$ cat src/design/swm_pkg.sv
// ----------------------------------------------------------------------------
// swm_pkg: shared types and constants for the sliding window median
// Holds default parameter values, the port widths fixed by the stream and
// register formats, and the status group passed from the front to the back.
// ----------------------------------------------------------------------------
package swm_pkg;

    localparam int WINDOW_MAX_DEF   = 32;
    localparam int SAMPLE_WIDTH_DEF = 32;

    // Stream payload widths.
    localparam int IN_DATA_W  = 32;
    localparam int OUT_W      = 33;
    localparam int OUT_DATA_W = 40;

    // Configuration port.
    localparam int APB_ADDR_W = 3;
    localparam int APB_DATA_W = 32;
    localparam int WS_W       = 6;
    localparam logic [WS_W-1:0] WS_RESET = 6'd3;
    // Word index of the window_size register (paddr bit 2).
    localparam logic REG_WINDOW_SIZE = 1'b0;

    // Depth of the queue between the front and the back.
    localparam int QUEUE_DEPTH = 2;

    typedef struct packed {
        logic valid;
        logic restart;
    } fe_status_t;

endpackage

$ cat src/design/swm_front.sv
// ----------------------------------------------------------------------------
// swm_front: input side of the sliding window median
// Accepts sample transactions, reads the sample as signed and queues it with
// its restart flag in a short queue that the back drains.
// ----------------------------------------------------------------------------
module swm_front #(
    parameter int SAMPLE_WIDTH = swm_pkg::SAMPLE_WIDTH_DEF
) (
    input  logic                              clk,
    input  logic                              rst_n,
    input  logic                              s_axis_tvalid,
    output logic                              s_axis_tready,
    input  logic [swm_pkg::IN_DATA_W-1:0]     s_axis_tdata,   // [31:0] sample
    input  logic                              s_axis_tuser,   // [0] restart
    output swm_pkg::fe_status_t               fe_status,
    output logic signed [SAMPLE_WIDTH-1:0]    fe_sample,
    input  logic                              fe_pop
);
    import swm_pkg::*;

    localparam int PTR_W  = (QUEUE_DEPTH > 1) ? $clog2(QUEUE_DEPTH) : 1;
    localparam int QCNT_W = $clog2(QUEUE_DEPTH + 1);

    logic signed [SAMPLE_WIDTH-1:0] q_sample_reg [QUEUE_DEPTH];
    logic                           q_restart_reg [QUEUE_DEPTH];
    logic [PTR_W-1:0]               wr_ptr_reg, wr_ptr_next;
    logic [PTR_W-1:0]               rd_ptr_reg, rd_ptr_next;
    logic [QCNT_W-1:0]              count_reg, count_next;
    logic                           push, pop;

    assign s_axis_tready = (count_reg != QCNT_W'(QUEUE_DEPTH));
    assign push          = s_axis_tvalid && s_axis_tready;
    assign pop           = fe_pop && (count_reg != '0);

    assign fe_status.valid   = (count_reg != '0);
    assign fe_status.restart = q_restart_reg[rd_ptr_reg];
    assign fe_sample         = q_sample_reg[rd_ptr_reg];

    always_comb
    begin
        wr_ptr_next = wr_ptr_reg;
        rd_ptr_next = rd_ptr_reg;
        count_next  = count_reg;
        if (push)
        begin
            wr_ptr_next = (wr_ptr_reg == PTR_W'(QUEUE_DEPTH - 1)) ? '0 : wr_ptr_reg + 1'b1;
        end
        if (pop)
        begin
            rd_ptr_next = (rd_ptr_reg == PTR_W'(QUEUE_DEPTH - 1)) ? '0 : rd_ptr_reg + 1'b1;
        end
        case ({push, pop})
            2'b10:   count_next = count_reg + 1'b1;
            2'b01:   count_next = count_reg - 1'b1;
            default: count_next = count_reg;
        endcase
    end

    always_ff @(posedge clk or negedge rst_n)
    begin
        if (!rst_n)
        begin
            wr_ptr_reg <= '0;
            rd_ptr_reg <= '0;
            count_reg  <= '0;
        end
        else
        begin
            wr_ptr_reg <= wr_ptr_next;
            rd_ptr_reg <= rd_ptr_next;
            count_reg  <= count_next;
        end
    end

    // The sample is taken from the low SAMPLE_WIDTH bits and read as signed.
    always_ff @(posedge clk)
    begin
        if (push)
        begin
            q_sample_reg[wr_ptr_reg]  <= signed'(s_axis_tdata[SAMPLE_WIDTH-1:0]);
            q_restart_reg[wr_ptr_reg] <= s_axis_tuser;
        end
    end

endmodule

$ cat config.mk
export PLATFORM = sky130hd
export DESIGN_NAME = swm_front
export DESIGN_NICKNAME = d
export VERILOG_FILES = /design/src/design/swm_pkg.sv /design/src/design/swm_front.sv
export SDC_FILE = /design/constraint.sdc
export NUM_CORES = 1
export LEC_CHECK = 0
export BUFFER_PORTS_ARGS = -buffer_cell sky130_fd_sc_hd__buf_2
export CAP_MARGIN = 20
export CORE_ASPECT_RATIO = 0.7
export CORE_MARGIN = 5
export CORE_UTILIZATION = 45
export CTS_CLUSTER_SIZE = 20
export DETAILED_ROUTE_END_ITERATION = 10
export PLACE_DENSITY = 0.8
export SYNTH_ARGS = -nofsm -noshare
export SYNTH_HDL_FRONTEND = slang
export SYNTH_SLANG_ARGS = --single-unit
$ cat constraint.sdc
create_clock -name clk -period 4 [get_ports clk]
set_clock_uncertainty 0.1 [all_clocks]
set_input_delay 0.2 -clock clk [delete_from_list [all_inputs] [get_ports clk]]
set_output_delay 0.2 -clock clk [all_outputs]
set_load 0.01 [all_outputs]
==> impl_metrics.yaml <==
synth:
  synth_fp_nets: 158
  avgSynthCellArea_um2: 21.6
  synth_edf_count: 66
  async_flop_share: 0.0571
  synth.distinct_cells: 14
  ys_ff_latch: 70
  synth.most_common_cell: "edfxtp_1"
  synth_top_area_share: 0.764
  synth_seq_area_share: 0.803
  yosysWarnings: 0
  synth_area_mm2: 0.00259
  synth_top_cells_by_count: "66 x edfxtp_1, 31 x mux2_2, 4 x buf_6, 4 x dfrtp_1, 3 x xnor2_1"
  synth.area.top_cells: "edfxtp_1 76%, mux2_2 13%, dfrtp_1 3.9%, buf_6 1.7%, xnor2_1 1.0%"
  synth_top_area_cell: "edfxtp_1"
  synth_cells: 120
  synthFlopType: "edfxtp_1"
detailed_routing:
  highest_layer: "met4"
  routed_wl_um: 4690
  m1WireLength_um: 1970
  drc: 0
  met2_wirelength_um: 2280
  routedWlPerCell_um: 14.9
  drt_iter0_drc: 28
  dr.pass1.iters: 4
  vias: 1457
  viasPerCell: 4.64
  ant_nets: 0
  wl_met3_um: 400
sta:
  tns_ps: 0
  maxSlewHeadroom: 0.352
  finalSetupViolations: 0
  tightest_slew_ps: 970
  worst_slack_ps: 1570
  rsz0062_at_grt: "no"
  hold_viol: 0
  fmax_mhz: 411
  post-route-period-util: 0.608
  fin_crit_ps: 2430
  final-max-slew-violation-count: 0
  fin_hold_ws_ps: 73.8
global_routing:
  gr-total-overflow: 0
  grt_max_degree: 34
  antenna_found_initial: 0
  grt_pass1_wl_um: 7360
  grtUsageTotal: 0.138
  grt_pass1_vias: 1534
place:
  pre_cts_slack_ps: 1860
  gp_congestion: 0.746
  dp_hpwl_um: 2910
  io_buffer_count: 71
  place_area_mm2: 0.00302
pwr:
  power_density_mw_per_mm2: 639
  p_sw_frac: 0.295
  p_total_mw: 2.26
  combPwrFrac: 0.303
  p_leak_nw: 1.35
  intPower_mw: 1.59
  pwr-share-clk: 0.210
  peakVddDrop_v: 0.000355
  switchingPower_mw: 0.664
  sequentialPowerShare: 0.487
die:
  die_area_mm2: 0.00741
  die_x_um: 101
  fp.dieH_um: 73.5
  row_count: 23
  core_mm2: 0.00567
  start_util: 0.458
  boundaryPins: 72
layout:
  area_growth_pct: 36.0
  multi_input_area_um2: 474
  fill_cells: 400
  antenna_cells: 0
  final_area_mm2: 0.00353
  nNetsFinal: 272
  seq_area_mm2: 0.00208
  drive_gt1_frac: 0.502
  largest_reg_flops: 64
outcome:
  status: "complete, no violations"
clock_network:
  cts-root-buf: "clkbuf_8"
  cts_tree: "yes"
  htree_levels: 3
  path_clk_slew_ps: 60
  post-cts-setup-buffers: 0
  clock-sinks: 70
  clkLatencyLatePin_ps: 330
  cts-buffers-inserted: 9
  clock_path_buffers: 2
worst_hold_path:
  hold_path.class: "input pin to flip-flop"
critical_path:
  crit_fanout: 23
  critical_path_arrival_ps: 2130
  crit_required_ps: 3700
  critPathKind: "flip-flop to primary output"
  critPathLaunchType: "flip-flop"
  end_kind: "primary output"
flow_run:
  maxCapViolCount: 0
path summary, 6_finish.rpt:
path                               from                  end  slack (ps)  depth (start not counted)
max                          rd_ptr_reg        fe_sample[18]        1570                          3
min                              fe_pop           rd_ptr_reg          70                          3
max reg2reg                count_reg[0]  q_sample_reg[0][13]        2010                          3
min reg2reg                count_reg[1]         count_reg[1]         410                          1
max in group asynchronous         rst_n           wr_ptr_reg        3540                          2
min in group asynchronous         rst_n         count_reg[0]         130                          2
power by group through the flow:
stage | Sequential (mW) | Combinational (mW) | Clock (mW)
after floorplan | 1.06 | 0.495 | 0
after global placement | 1.11 | 0.659 | 0
after detailed placement | 1.12 | 0.667 | 0
after CTS | 1.10 | 0.698 | 0.490
after global routing | 1.12 | 0.751 | 0.525
final | 1.10 | 0.684 | 0.473
timing repair:
| item | in CTS | in global routing |
|---|---|---|
| gates resized for setup | 0 | 0 |
| hold endpoints to repair | 70 | 0 |
| hold buffers | 34 | 0 |
stage by stage:
| step | utilization | cells |
|---|---|---|
| global route | 0.622 | 314 |
| detailed placement | 0.533 | 264 |
| finish | 0.622 | 314 |
| CTS | 0.622 | 314 |
| floorplan | - | 120 |
| global placement | 0.533 | 264 |
logic make-up after synthesis:
group         Yosys count  synth area share
flops                  70             0.803
mux                    33             0.143
fa+ha+maj               1           0.00482
xor+xnor                5            0.0169
buf+inv                 4            0.0174
simple gates            7            0.0150
layer usage:
layer  track usage  up-vias
li1              -      693
met1         0.154      695
met2         0.228       63
met3        0.0664        6
met4        0.0598        0
met5             0        -
placed cells by master (no fill, tap or decap):
cell type       n
dfrtp_1         4
clkinvlp_4      1
and2_4          1
ha_1            1
buf_4           2
nand2b_1        1
buf_2          71
xnor2_1         3
nor2_4          1
mux2_2         31
nand2_1         1
clkbuf_8       10
or2_1           1
clkinv_2        3
clkbuf_1        2
mux2_1          2
xor2_1          2
nor2_1          1
edfxtp_1       66
dlygate4sd3_1  34
and3_1          1
critical path, cell delays in order, from the launching register on:
cell     delay (ps)
dfrtp_1         950
buf_4           340
mux2_2          360
buf_2           140
area by class of cell:
class / count / share of cell area
tap: 75 / 0.0266
sequential: 70 / 0.590
clock inverter: 4 / 0.00638
clock buffer: 12 / 0.0411
timing repair buffer: 107 / 0.201
multi-input combinational: 46 / 0.134
Power figures use the tool's default switching activity.
